`src/rtl/core/vibrato_modulated_delay_assert.svh`:
```
// Assertion macros shared by the vibrato delay core.
`ifndef VIBRATO_MODULATED_DELAY_ASSERT_SVH
`define VIBRATO_MODULATED_DELAY_ASSERT_SVH
`ifndef NO_ASSERTIONS
// Consequent checked in the same cycle as the antecedent
`define VMD_ASSERT_SAME(lbl, clk, rst, ante, cons, msg) \
   lbl: assert property (@(posedge clk) disable iff (rst) (ante) |-> (cons)) else $error(msg);
// Consequent checked in the cycle after the antecedent
`define VMD_ASSERT_NEXT(lbl, clk, rst, ante, cons, msg) \
   lbl: assert property (@(posedge clk) disable iff (rst) (ante) |=> (cons)) else $error(msg);
`else
`define VMD_ASSERT_SAME(lbl, clk, rst, ante, cons, msg)
`define VMD_ASSERT_NEXT(lbl, clk, rst, ante, cons, msg)
`endif
`endif

```
`src/rtl/core/vmd_pkg.sv`:
```
package vmd_pkg;

   // Field and register widths
   localparam int SAMPLE_W       = 16;
   localparam int DEPTH_Q8_W     = 17;
   localparam int PHASE_STEP_W   = 31;
   localparam int PHASE_W        = 32;
   localparam int CSR_INDEX_W    = 2;
   localparam int CSR_DATA_W     = 31;

   // Register reset values
   localparam logic [DEPTH_Q8_W-1:0]   DEPTH_Q8_RST   = 17'd4608;
   localparam logic [PHASE_STEP_W-1:0] PHASE_STEP_RST = 31'd178957;

   // Register indexes
   localparam logic [CSR_INDEX_W-1:0] CSR_DEPTH_Q8   = 2'd0;
   localparam logic [CSR_INDEX_W-1:0] CSR_PHASE_STEP = 2'd1;

   // Delay store default length
   localparam int DELAY_DEPTH_DEF = 1024;

   // Delay value: integer samples and 8 fraction bits
   localparam int DINT_W = 10;
   localparam int FRAC_W = 8;

   // Quarter-wave sine table
   localparam int SINE_TABLE_SIZE = 256;
   localparam int SINE_IDX_W      = $clog2(SINE_TABLE_SIZE + 1);
   localparam int SINE_ENTRY_W    = 15;
   localparam longint unsigned PI_Q30   = 64'd3373259426;
   localparam longint unsigned SINE_DIV = 2 * SINE_TABLE_SIZE;

   // Shared multiplier operand select
   typedef enum logic [1:0] {
      MUL_DELAY  = 2'd0,
      MUL_TAP_A  = 2'd1,
      MUL_TAP_B  = 2'd2
   } mul_sel_type;

   // Controller to datapath commands
   typedef struct packed {
      logic        accept;
      logic        sine_load;
      logic        mul_en;
      mul_sel_type mul_sel;
      logic        split_load;
      logic        reduce;
      logic        mem_read;
      logic        acc_load;
      logic        finish;
   } dp_cmd_type;

   // Datapath to controller status
   typedef struct packed {
      logic reduced;
   } dp_status_type;

   // sin(pi/2 * k / SINE_TABLE_SIZE) in Q1.15, Taylor series in Q30, rounded
   function automatic logic [SINE_ENTRY_W-1:0] sine_quarter_entry(input int unsigned k);
      longint unsigned x;
      longint unsigned x2;
      longint unsigned term;
      longint          sum;
      longint          r;
      x    = (longint'(k) * PI_Q30) / SINE_DIV;
      x2   = (x * x) >> 30;
      term = x;
      sum  = longint'(x);
      term = ((term * x2) >> 30) / 6;
      sum  = sum - longint'(term);
      term = ((term * x2) >> 30) / 20;
      sum  = sum + longint'(term);
      term = ((term * x2) >> 30) / 42;
      sum  = sum - longint'(term);
      term = ((term * x2) >> 30) / 72;
      sum  = sum + longint'(term);
      term = ((term * x2) >> 30) / 110;
      sum  = sum - longint'(term);
      if (sum < 0) begin
         sum = 0;
      end
      r = (sum + 16384) >>> 15;
      if (r > 32767) begin
         r = 32767;
      end
      return SINE_ENTRY_W'(r);
   endfunction

endpackage

```
`src/rtl/core/vmd_ctrl.sv`:
```
`include "vibrato_modulated_delay_assert.svh"

module vmd_ctrl
   import vmd_pkg::*;
(
   input  logic          clock,
   input  logic          reset,
   input  logic          req_valid,
   output logic          req_ready,
   output logic          rsp_valid,
   input  logic          rsp_ready,
   output dp_cmd_type    cmd,
   input  dp_status_type status
);

   typedef enum logic [8:0] {
      ST_IDLE   = 9'b000000001,
      ST_SINE   = 9'b000000010,
      ST_DELAY  = 9'b000000100,
      ST_SPLIT  = 9'b000001000,
      ST_REDUCE = 9'b000010000,
      ST_READ_A = 9'b000100000,
      ST_MUL_A  = 9'b001000000,
      ST_MUL_B  = 9'b010000000,
      ST_DONE   = 9'b100000000
   } state_type;

   state_type state_ff, state_in;
   logic      rsp_valid_ff, rsp_valid_in;
   logic      out_free;

   // output register can take a result this cycle
   assign out_free  = !rsp_valid_ff || rsp_ready;
   assign req_ready = (state_ff == ST_IDLE);
   assign rsp_valid = rsp_valid_ff;

   // sequencer: next state and datapath commands
   always_comb begin
      state_in = state_ff;
      cmd      = '0;
      cmd.mul_sel = MUL_DELAY;
      case (state_ff)
         ST_IDLE: begin
            if (req_valid) begin
               cmd.accept = 1'b1;
               state_in   = ST_SINE;
            end
         end
         ST_SINE: begin
            cmd.sine_load = 1'b1;
            state_in      = ST_DELAY;
         end
         ST_DELAY: begin
            cmd.mul_en  = 1'b1;
            cmd.mul_sel = MUL_DELAY;
            state_in    = ST_SPLIT;
         end
         ST_SPLIT: begin
            cmd.split_load = 1'b1;
            state_in       = ST_REDUCE;
         end
         ST_REDUCE: begin
            cmd.reduce = 1'b1;
            if (status.reduced) begin
               state_in = ST_READ_A;
            end
         end
         ST_READ_A: begin
            cmd.mem_read = 1'b1;
            state_in     = ST_MUL_A;
         end
         ST_MUL_A: begin
            cmd.mem_read = 1'b1;
            cmd.mul_en   = 1'b1;
            cmd.mul_sel  = MUL_TAP_A;
            state_in     = ST_MUL_B;
         end
         ST_MUL_B: begin
            cmd.mul_en   = 1'b1;
            cmd.mul_sel  = MUL_TAP_B;
            cmd.acc_load = 1'b1;
            state_in     = ST_DONE;
         end
         ST_DONE: begin
            if (out_free) begin
               cmd.finish = 1'b1;
               state_in   = ST_IDLE;
            end
         end
         default: begin
            state_in = ST_IDLE;
         end
      endcase
   end

   // result beat valid
   always_comb begin
      rsp_valid_in = rsp_valid_ff;
      if (cmd.finish) begin
         rsp_valid_in = 1'b1;
      end else if (rsp_ready) begin
         rsp_valid_in = 1'b0;
      end
   end

   always_ff @(posedge clock) begin
      if (reset) begin
         state_ff     <= ST_IDLE;
         rsp_valid_ff <= 1'b0;
      end else begin
         state_ff     <= state_in;
         rsp_valid_ff <= rsp_valid_in;
      end
   end

   `VMD_ASSERT_NEXT(a_busy_after_accept, clock, reset, req_valid && req_ready, !req_ready, "input accepted twice in a row")
   `VMD_ASSERT_NEXT(a_finish_shows_result, clock, reset, cmd.finish, rsp_valid, "finished item not presented")
   `VMD_ASSERT_SAME(a_result_from_done, clock, reset, $rose(rsp_valid_ff), $past(state_ff == ST_DONE), "result appeared outside completion")

endmodule

```
`config.mk`:
```
export PLATFORM = sky130hd
export DESIGN_NAME = vmd_ctrl
export DESIGN_NICKNAME = d
export VERILOG_FILES = /design/src/rtl/core/vmd_pkg.sv /design/src/rtl/core/vmd_ctrl.sv
export VERILOG_INCLUDE_DIRS = /design/src /design/src/rtl/core
export SDC_FILE = /design/constraint.sdc
export NUM_CORES = 1
export LEC_CHECK = 0
export BUFFER_PORTS_ARGS = -buffer_cell sky130_fd_sc_hd__buf_2
export CAP_MARGIN = 40
export CORE_AREA = 5 5 42 44
export CTS_BUF_LIST = sky130_fd_sc_hd__clkbuf_4
export DETAILED_ROUTE_END_ITERATION = 6
export DIE_AREA = 0 0 47 49
export PLACE_DENSITY = 0.75
export SYNTH_ARGS = -nofsm -noshare
export SYNTH_HDL_FRONTEND = slang
export SYNTH_SLANG_ARGS = --single-unit
```
`constraint.sdc`:
```
create_clock -name clock -period 3.6 [get_ports clock]
set_input_delay 0.36 -clock clock [delete_from_list [all_inputs] [get_ports clock]]
set_output_delay 0.36 -clock clock [all_outputs]
set_load 0.01 [all_outputs]
```
# After elaboration in Yosys (flattened, before gate mapping)
# Index checks and enable logic that the tools add are counted.
# W data, S select, Z words.
dict set report word_totals {
  output_inout_bits 12
  input_bits 5
  reg_bits 10
  elab_cells 35
}
dict set report op_classes {
  reduce_logical 5
  mux 16
  n_eq_ne 12
}
# cell count
set ops {}
lappend ops {{$pmux W9 S9} 1}
lappend ops {{$mux W9} 3}
lappend ops {{$mux W1} 11}
lappend ops {{$eq A9 B1 Y1 const B} 1}
lappend ops {{$eq A9 B2 Y1 const B} 1}
lappend ops {{$eq A9 B3 Y1 const B} 1}
lappend ops {{$eq A9 B4 Y1 const B} 1}
lappend ops {{$eq A9 B5 Y1 const B} 1}
lappend ops {{$eq A9 B6 Y1 const B} 1}
lappend ops {{$eq A9 B7 Y1 const B} 1}
lappend ops {{$eq A9 B8 Y1 const B} 1}
lappend ops {{$eq A9 B9 Y1 const B} 1}
lappend ops {{$pmux W3 S3} 1}
lappend ops {{$ne A2 B2 Y1 const B} 3}
lappend ops {{$reduce_and A3 Y1} 1}
lappend ops {{$reduce_bool A2 Y1} 1}
lappend ops {{$reduce_or A2 Y1} 1}
lappend ops {{$logic_not A1 Y1} 1}
lappend ops {{$logic_or A1 B1 Y1} 1}

# Logic depth before layout (Yosys ltp)
# Gate-level depths: netlist of the first run.
dict set report depth {
  depth_word 5
  depth_mapped 5
  ltp_nobuf 4
}

# Worst setup path before layout of the first run
# Ideal clock, no wire load.
dict set report synth_timing {
  kind {flip-flop to output port}
  from {register state_ff[6]}
  to {output cmd[9] (netlist name)}
  setup_slack_ps 1706
  path_stages_with_launch 5
  required_time_ps 3240
  arrival_time_ps 1534
  path_buffers 1
  cell_sequence {dfxtp_1 buf_6 or3_4 or3_4 nor3_1}
}
# element line
set synth_lines {}
lappend synth_lines {{from (decl)} vmd_ctrl.sv:28} ;# state_type state_ff, state_in;
lappend synth_lines {{from (signal assigned)} vmd_ctrl.sv:111} ;# state_ff <= state_in;
lappend synth_lines {{to (decl)} vmd_ctrl.sv:12} ;# output dp_cmd_type cmd,

==> results of run 1 <==
[power breakdown]
| group | internal (mW) | total, mW | switching (mW) |
|---|---|---|---|
| clock | 0.0400 | 0.0791 | 0.0391 |
| combinational | 0.0177 | 0.0394 | 0.0217 |
| sequential | 0.113 | 0.117 | 0.00346 |
| total | 0.171 | 0.235 | 0.0642 |
[tightest hold or removal path, delay by kind of cell]
kind | cells | cell delay (ns)
and+or+nand+nor | 2 | 0.09
buffers and inverters | 1 | 0.10
[Yosys cell counts (all sizes together) (3+ instances only)]
master,number
dfxtp,10
nor2,8
nand2b,6
nand2,5
nor3,5
inv,3
nor4,3
[area by class of cell]
type                       count  share of cell area [%]
timing repair buffer          16                    10.7
clock buffer                   3                    3.02
clock inverter                 1                   0.503
sequential                    10                    26.8
tap                           16                    2.68
inverter                       3                    1.51
multi-input combinational     53                    54.7
[registers in the layout, indices dropped and copies added, names as in the netlist]
name	cells
rsp_valid	1
state_ff	9
[path summary, 6_finish.rpt]
check / startpoint / to / slack, ns / cells past startpoint
worst max-delay path: state_ff[0] / cmd[2] / 1.33 / 5
worst min-delay path: status / state_ff[5] / 0.31 / 3
worst max register to register: state_ff[2] / state_ff[1] / 2.03 / 3
worst min register to register: rsp_valid / rsp_valid / 0.54 / 2
[layer usage]
layer	vias to the layer above	part of all wire, %	global-route usage, %
li1	280	-	-
met1	256	42	13.8
met2	13	51	21.9
met3	2	5.6	3.69
met4	0	1.3	6.45
met5	-	0	0
[metrics by stage]
step	instance area (µm²)	std cells	util (%)	hold WS (ns)	setup slack, ns
global placement	719	98	51.3	0.524	1.66
detailed placement	719	98	51.3	0.532	1.60
finish	746	102	53.2	0.314	1.33
floorplan	638	68	-	0.429	1.71
global route	746	102	53.2	0.315	1.21
CTS	746	102	53.2	0.312	1.32
[cell families (layout without fill, tap and decap cells)]
logic type,Yosys count,count (layout),synth area share (%)
xor gates and xnor gates,2,2,2.75
DFF,10,10,31.4
AOI/OAI and AO/OA,11,11,13.5
and+or+nand+nor,40,40,47.6
buffers and inverters,5,23,4.71
==> results.tsv, run 1 <==
stage	metric	value	unit
run_status	status	complete, no violations	
yosys	syn-num-nets	73	
routing	drtIter0Drc	0	
finish	regArea	200	µm²
timing	skew	0.0103	ns
yosys	ys.warnings.count	0	
global_route	grt_pass1_wl	2.21	mm
timing	maxSlewHeadroom	76.2	%
routing	viasPerCell	5.40	
finish	multi_input_area	408	µm²
clocking	ctsResizeCount	0	
hold_path	min-delay-path-class	in -> reg	
critical_path	crit_type	reg -> out	
routing	ant_nets	0	
timing	setup_viol	0	
critical_path	crit_chain	nor4_4 > nand2_2 > or4b_4 > o21ai_1 > buf_2	
clocking	cts_max_level	1	
routing	drc	0	
floorplan	placementRows	14	
yosys	synth.distinct_cells	32	
finish	syn2layout_area_growth	16.9	%
floorplan	io_pins	17	
finish	nNetsFinal	92	
critical_path	critical_path.slowest_cell	or4b_4	
place	place_hpwl	1.06	mm
timing	period_minus_slack	2.27	ns
floorplan	die_w	47	µm
critical_path	critPathMaxStageDelay	0.52	ns
finish	fillCellCount	132	
yosys	syn_avg_cell_area	9.38	µm²
routing	wirelength	1.28	mm
power	power	235	µW
flow_run	cap_violations	0	
critical_path	cp-end-kind	primary output	
finish	layout_commonest_cell	buf_2	
clocking	cts_root_buf	clkbuf_4	
timing	hold_viol_final	0	
floorplan	start_util	45.5	%
yosys	synth_edf_count	0	
critical_path	startpoint_type	register	
global_route	grt_max_degree	9	
global_route	grtUsageTotal	12.9	%
critical_path	cpLargestDelayFamily	simple AND/OR/NAND/NOR gates	
yosys	yosysSeqAreaShare	31.4	%
floorplan	fp.coreArea	0.00140	mm²
yosys	ys_dominant_reg_cell	dfxtp_1	
timing	fmax	440	MHz
timing	slew_viol_final	0	
power	p_per_area	315	mW/mm²
finish	final_cell_mix	buf_2, dfxtp_1, nor2_1, nand2b_1	
clocking	clk_path_buf_depth	2	
timing	worstMarginPinSlew	0.354	ns
floorplan	fp.dieH	49	µm
critical_path	crit_fanout	5	
clocking	post_cts_buffers	0	
critical_path	cp_data_required_time	3.24	ns
place	gp_congestion	0.797	
timing	rsz0062_at_grt	no	
global_route	gr-total-overflow	0	
routing	avgRoutedWirePerCell	12.5	µm
place	io_buffers	16	
yosys	synthCells	68	
clocking	tritoncts	built	
timing	fin_tns_setup	0	ns
yosys	synth_async_sr_flop_share	0	%
yosys	yosys.area.top_type	dfxtp_1	
critical_path	crit_buf_inv	1	
yosys	synth.area.top_cells	dfxtp_1, nor4_4, nand2b_1	
global_route	grt_antenna_before_repair	0	
finish	final_layout_size_suffix_gt1_share	37.2	%
routing	vias	551	
timing	timing.final.crit_share	63.1	%
clocking	cts_made_buffers	3	
clocking	clock_latency	0.27	ns
power	p_leak	0.350	nW
clocking	hold_buffers	0	
floorplan	dieArea	0.00230	mm²
yosys	yosysTopAreaCellShare	31.4	%
clocking	cts.sinks	10	
finish	antenna_cells	0	
clocking	clk_pin_slew	0.07	ns
routing	firstDrtPassIters	1	
yosys	syn-cell-area	638	µm²
power	ir_drop	0.161	mV
critical_path	cp.arrival	1.91	ns
global_route	grt_pass1_vias	560	
yosys	ys_ff_latch	10	
Power figures use the tool's default switching activity.
==> inputs of run 2 (changes only) <==
--- a/config.mk
+++ b/config.mk
@@ -8,11 +8,11 @@
 export LEC_CHECK = 0
 export BUFFER_PORTS_ARGS = -buffer_cell sky130_fd_sc_hd__buf_2
 export CAP_MARGIN = 40
-export CORE_AREA = 5 5 42 44
+export CORE_MARGIN = 5
+export CORE_UTILIZATION = 47
 export CTS_BUF_LIST = sky130_fd_sc_hd__clkbuf_4
 export DETAILED_ROUTE_END_ITERATION = 6
-export DIE_AREA = 0 0 47 49
-export PLACE_DENSITY = 0.75
+export PLACE_DENSITY = 0.76
 export SYNTH_ARGS = -nofsm -noshare
 export SYNTH_HDL_FRONTEND = slang
 export SYNTH_SLANG_ARGS = --single-unit
==> constraint.sdc (replaced) <==
create_clock -name clock -period 1.95 [get_ports clock]
set_input_delay 0.195 -clock clock [delete_from_list [all_inputs] [get_ports clock]]
set_output_delay 0.195 -clock clock [all_outputs]
set_load 0.01 [all_outputs]
==> run 2 against run 1 <==
Hold slack lost 0.16 ns. Setup slack lost 1.3 ns. Combinational power grew 120%. Sequential share of layout area shrank 0.73 points. Total power grew 86%. Count of clock-buffer cells in the layout is the same. Core utilization grew 9.8 points. Sequential power grew 82%. Non-clock buffer count grew 5. Routed wire length grew 12%. Flip-flop and latch count is the same. Clock power grew 73%. Largest power group unchanged. Highest routed layer unchanged.
==> results.tsv, run 2 (synthesis gave the netlist of run 1 again) <==
stage	metric	value	unit	change
run_status	status	complete, no violations		unchanged
flow_run	cap_violations	0		unchanged
timing	worstMarginPinSlew	0.348	ns	was 0.354 ns
global_route	grt_max_degree	9		unchanged
hold_path	min-delay-path-class	in -> reg		unchanged
timing	slew_viol_final	0		unchanged
place	place_hpwl	1.06	mm	about the same
finish	nNetsFinal	97		was 92
place	io_buffers	16		unchanged
critical_path	critical_path.slowest_cell	or4b_4		unchanged
critical_path	startpoint_type	register		unchanged
clocking	cts_made_buffers	3		unchanged
clocking	hold_buffers	0		unchanged
timing	rsz0062_at_grt	yes		was no
timing	timing.final.crit_share	100	%	
global_route	grt_pass1_vias	516		was 560
critical_path	cp_data_required_time	1.75	ns	was 3.24 ns
floorplan	dieArea	0.00219	mm²	was 0.00230 mm²
routing	avgRoutedWirePerCell	13.6	µm	was 12.5 µm
routing	drtIter0Drc	14		was 0
critical_path	r2r-start	state_ff[6]		was state_ff[2]
finish	fillCellCount	115		was 132
critical_path	crit_type	reg -> out		unchanged
timing	skew	0.00534	ns	was 0.0103 ns
critical_path	cp.arrival	1.75	ns	was 1.91 ns
global_route	grt_antenna_before_repair	0		unchanged
routing	ant_nets	0		unchanged
floorplan	fp.coreArea	0.00128	mm²	was 0.00140 mm²
timing	fmax	513	MHz	
timing	maxSlewHeadroom	76.6	%	was 76.2%
finish	syn2layout_area_growth	26.9	%	was 16.9%
floorplan	io_pins	17		unchanged
critical_path	critPathMaxStageDelay	0.51	ns	was 0.52 ns
power	ir_drop	0.419	mV	was 0.161 mV
critical_path	cpLargestDelayFamily	simple AND/OR/NAND/NOR gates		unchanged
timing	hold_viol_final	0		unchanged
routing	drc	0		unchanged
power	p_per_area	539	mW/mm²	was 315 mW/mm²
global_route	grtUsageTotal	14.6	%	was 12.9%
finish	largest_reg_flops	9		unchanged
finish	final_cell_mix	buf_2, nor2_1, nand2b_1, buf_4, dfxtp_1		was buf_2, dfxtp_1, nor2_1, nand2b_1
global_route	gr-total-overflow	0		unchanged
floorplan	placementRows	13		was 14
routing	wirelength	1.43	mm	was 1.28 mm
global_route	grt_pass1_wl	2.24	mm	was 2.21 mm
hold_path	whs_endpoint	state_ff[5]		unchanged
finish	antenna_cells	0		unchanged
finish	final_layout_size_suffix_gt1_share	48.9	%	was 37.2%
floorplan	die_w	46.8	µm	was 47 µm
finish	layout_commonest_cell	buf_2		unchanged
timing	fin_tns_setup	0	ns	unchanged
power	p_leak	0.380	nW	was 0.350 nW
clocking	clk_pin_slew	0.06	ns	was 0.07 ns
hold_path	hold_start	status		unchanged
clocking	clock_latency	0.26	ns	was 0.27 ns
floorplan	fp.dieH	46.8	µm	was 49 µm
hold_path	hold_path_depth	3		unchanged
floorplan	start_util	49.7	%	was 45.5%
clocking	cts_max_level	1		unchanged
timing	period_minus_slack	1.95	ns	
routing	viasPerCell	5.45		was 5.40
timing	setup_viol	0		unchanged
routing	vias	572		was 551
place	gp_congestion	0.765		was 0.797
critical_path	cp-end-kind	primary output		unchanged
routing	firstDrtPassIters	4		was 1
finish	multi_input_area	428	µm²	was 408 µm²
clocking	clk_path_buf_depth	2		unchanged
critical_path	r2r_slack	0.44	ns	was 2.03 ns
critical_path	reg2reg_depth	4		was 3
critical_path	crit_chain	nor4_4 > nand2_2 > or4b_4 > o21ai_1 > buf_2		unchanged
critical_path	crit_buf_inv	1		unchanged
finish	top_register	state_ff		unchanged
clocking	tritoncts	built		unchanged
clocking	cts.sinks	10		unchanged
critical_path	crit_fanout	4		was 5
clocking	cts_root_buf	clkbuf_4		unchanged
power	power	436	µW	was 235 µW
critical_path	r2r_end	state_ff[0]		was state_ff[1]
finish	regArea	211	µm²	was 200 µm²
[run 2: cell types whose count changed in the layout (fill, tap and decap cells not counted), sizes merged]
cell	delta
clkinv	-1
buf	+5
[run 2: per-stage QoR]
stage	utilization (%)	instance area, µm²	worst slack [ns]	instances	hold WS (ns)
final	63.0	810	0.0000497	105	0.153
after floorplan	-	638	0.221	68	0.264
after global placement	57.1	733	0.232	99	0.419
after global routing	63.0	810	-0.110	105	0.144
after CTS	61.1	785	-0.00973	105	0.147
after detailed placement	57.1	733	0.203	99	0.430
[run 2: report_power, final]
part	internal [mW]	switching, mW	leakage [nW]	total (mW)
registers	0.206	0.00678	0.0840	0.213
logic	0.0406	0.0459	0.282	0.0865
clock network	0.0711	0.0658	0.0138	0.137
total	0.318	0.118	0.380	0.436
[run 2: worst max path at each step]
stage	cells after the start	startpoint	to
floorplan	4	state_ff[6]	cmd[9]
global placement	4	state_ff[6]	cmd[9]
detailed placement	5	state_ff[0]	cmd[2]
CTS	5	state_ff[5]	cmd[2]
global route	5	state_ff[1]	cmd[2]
finish	5	state_ff[1]	cmd[2]
[run 2: cell type report]
type / instances / area share (%)
clock buffer: 3 / 2.78
inverter: 3 / 1.39
multi-input combinational: 53 / 52.9
sequential: 10 / 26.1
tap: 15 / 2.32
timing repair buffer: 21 / 14.5
[run 2: tightest hold or removal path: stages]
cell and delay (ns):
buf_2 0.10, nand2_1 0.05, nor2_1 0.03
[run 2: repair_timing]
action                                  4_1_cts  5_1_grt
setup buffers                                 3        0
pin swaps                                     3        1
gates resized for setup                       4        6
endpoints found under the setup margin        4        5
[run 2: routing by layer]
metal	vias up	wire length [µm]	GRT usage (%)
li1	287	-	-
met1	272	610	17.6
met2	11	730	24.4
met3	2	83	5.75
met4	0	6	3.31
met5	-	0	0
==> inputs of run 3 (changes only) <==
--- a/config.mk
+++ b/config.mk
@@ -8,11 +8,11 @@
 export LEC_CHECK = 0
 export BUFFER_PORTS_ARGS = -buffer_cell sky130_fd_sc_hd__buf_2
 export CAP_MARGIN = 40
-export CORE_MARGIN = 5
-export CORE_UTILIZATION = 47
+export CORE_AREA = 5 5 42 44
 export CTS_BUF_LIST = sky130_fd_sc_hd__clkbuf_4
 export DETAILED_ROUTE_END_ITERATION = 6
-export PLACE_DENSITY = 0.76
+export DIE_AREA = 0 0 47 49
+export PLACE_DENSITY = 0.75
 export SYNTH_ARGS = -nofsm -noshare
 export SYNTH_HDL_FRONTEND = slang
 export SYNTH_SLANG_ARGS = --single-unit
==> constraint.sdc (replaced) <==
create_clock -name clock -period 1.8 [get_ports clock]
set_input_delay 0.18 -clock clock [delete_from_list [all_inputs] [get_ports clock]]
set_output_delay 0.18 -clock clock [all_outputs]
set_load 0.01 [all_outputs]
==> run 3 against run 2 <==
Largest power group unchanged. Core utilization is 1.0 points higher. Critical endpoint unchanged. The flow now finishes with violations (setup timing). Critical path type unchanged. Routed wire length is 19% higher. Via count is 8.0% higher.
==> results.tsv, run 3 (synthesis gave the netlist of run 1 again) <==
stage	metric	value	unit	change
timing	postLayoutSetupSlackWorst	-0.107	ns	was 0.0000497 ns
timing	slew_viol_final	0		unchanged
hold_path	min-delay-path-class	in -> reg		unchanged
routing	drc	0		unchanged
clocking	cts_max_level	1		unchanged
clocking	clk_path_buf_depth	2		unchanged
global_route	grtUsageTotal	15.2	%	was 14.6%
finish	final_layout_size_suffix_gt1_share	55.1	%	was 48.9%
finish	postLayoutCellArea	897	µm²	was 810 µm²
power	power	499	µW	was 436 µW
routing	wirelength	1.70	mm	was 1.43 mm
routing	viasPerCell	5.42		was 5.45
critical_path	cp.arrival	1.73	ns	was 1.75 ns
finish	top_register	state_ff		unchanged
power	power.clock.fraction	30.5	%	was 31.4%
timing	period_minus_slack	1.91	ns	
power	ir_drop	0.306	mV	was 0.419 mV
routing	wl_met2	904	µm	was 730 µm
place	gp_congestion	0.776		was 0.765
clocking	tritoncts	built		unchanged
finish	regArea	209	µm²	was 211 µm²
timing	skew	0.00446	ns	was 0.00534 ns
global_route	gr-total-overflow	0		unchanged
power	seqPwrFrac	46.6	%	was 48.8%
finish	final_cells	114		was 105
timing	fmax	524	MHz	
critical_path	crit_chain	nor4_4 > nand2_2 > or4b_4 > o21ai_1 > buf_2		unchanged
finish	fillCellCount	120		was 115
finish	multi_input_area	449	µm²	was 428 µm²
critical_path	critPathMaxStageDelay	0.50	ns	was 0.51 ns
place	dp.cells	102		was 99
critical_path	startpoint_type	register		unchanged
floorplan	die_w	47	µm	was 46.8 µm
timing	hold_viol_final	0		unchanged
routing	firstDrtPassIters	4		unchanged
timing	rsz0062_at_grt	yes		unchanged
clocking	cts_root_buf	clkbuf_4		unchanged
power	switching_share	27.8	%	was 27.1%
floorplan	dieArea	0.00230	mm²	was 0.00219 mm²
power	power.switching	139	µW	was 118 µW
place	place_ws	0.0920	ns	was 0.203 ns
floorplan	fp.dieH	49	µm	was 46.8 µm
routing	ant_nets	0		unchanged
finish	nNetsFinal	105		was 97
timing	maxSlewHeadroom	78.2	%	was 76.6%
place	place_hpwl	1.12	mm	was 1.06 mm
finish	largest_reg_flops	9		unchanged
clocking	hold_buffers	0		unchanged
routing	routed.top_layer	met4		unchanged
clocking	clk_pin_slew	0.06	ns	about the same
timing	fin_tns_setup	-0.323	ns	was 0 ns
timing	worstMarginPinSlew	0.327	ns	was 0.348 ns
routing	vias	618		was 572
routing	wl_met3	84	µm	was 83 µm
clocking	cts.sinks	10		unchanged
finish	layout_commonest_cell	buf_2		unchanged
power	p_per_area	556	mW/mm²	was 539 mW/mm²
finish	final_cell_mix	buf_2, buf_4, nand2b_1, nor2_1, dfxtp_1		was buf_2, nor2_1, nand2b_1, buf_4, dfxtp_1
place	io_buffers	16		unchanged
floorplan	io_pins	17		unchanged
power	combPwrFrac	22.9	%	was 19.8%
floorplan	fp.coreArea	0.00140	mm²	was 0.00128 mm²
critical_path	crit_fanout	4		unchanged
critical_path	critical_path.slowest_cell	or4b_4		unchanged
flow_run	cap_violations	0		unchanged
global_route	grt_antenna_before_repair	0		unchanged
global_route	grt_pass1_wl	2.60	mm	was 2.24 mm
finish	utilization	64.0	%	was 63.0%
floorplan	start_util	45.5	%	was 49.7%
routing	avgRoutedWirePerCell	14.9	µm	was 13.6 µm
timing	holdWs	0.127	ns	was 0.153 ns
critical_path	cp-end-kind	primary output		unchanged
clocking	cts_made_buffers	3		unchanged
timing	setup_viol	5		was 0
finish	antenna_cells	0		unchanged
power	p_int	360	µW	was 318 µW
global_route	grt_pass1_vias	608		was 516
timing	timing.final.crit_share	106	%	
routing	wl_met1	678	µm	was 610 µm
routing	drtIter0Drc	14		unchanged
run_status	failed_checks	setup timing		
clocking	clock_latency	0.26	ns	about the same
floorplan	placementRows	14		was 13
power	p_leak	0.420	nW	was 0.380 nW
finish	syn2layout_area_growth	40.6	%	was 26.9%
global_route	grt_max_degree	8		was 9
place	placed_area	749	µm²	was 733 µm²
run_status	status	finished with violations		was complete, no violations
critical_path	crit_type	reg -> out		unchanged
critical_path	cp_data_required_time	1.62	ns	was 1.75 ns
run 3: changes by cell type in the layout (fill, tap and decap cells not counted):
cell / delta
nor2_4: +1
nor2_1: -2
buf_6: +2
nor4b_2: -1
or2_4: +1
buf_4: +6
nor2_2: +1
dfxtp_2: +1
dfxtp_4: -1
or2_2: -1
nor4b_4: +1
run 3: final cells by class:
type,instances,share of cell area [%]
clock buffer,3,2.51
inverter,3,1.26
multi-input combinational,53,50.1
sequential,10,23.3
tap,16,2.23
timing repair buffer,29,20.6
run 3: what timing repair did:
item,4_1_cts,5_1_grt
pin swaps,3,7
buffers inserted,7,2
endpoints found under the setup margin,4,9
gates resized for setup,6,10
run 3: layer usage:
metal  global-route usage (%)  vias to the layer above
met5                        0                        -
met4                     6.91                        0
met3                     2.95                        6
met2                     25.1                       16
met1                     18.1                      293
li1                         -                      303
run 3: worst max-delay path, delay by kind of cell, from the launching register on:
family                 cells  cell delay (ns)
and+or+nand+nor            3             0.89
DFF                        1             0.34
buffers and inverters      1             0.14
AOI/OAI and AO/OA          1             0.09
run 3: path summary, 6_finish.rpt:
kind / start / end / slack [ns] / depth (start not counted)
hold reg to reg: rsp_valid / rsp_valid / 0.53 / 2
setup / recovery: state_ff[0] / cmd[2] / -0.11 / 5
setup reg to reg: state_ff[2] / state_ff[0] / 0.21 / 6
hold / removal: status / state_ff[5] / 0.13 / 3
run 3: power groups by stage:
| stage | logic, mW | registers (mW) | clock network (mW) |
|---|---|---|---|
| finish | 0.114 | 0.233 | 0.152 |
| global route | 0.123 | 0.233 | 0.166 |
| CTS | 0.0952 | 0.231 | 0.153 |
| detailed placement | 0.0849 | 0.238 | 0 |
| global placement | 0.0834 | 0.238 | 0 |
| floorplan | 0.0577 | 0.237 | 0 |
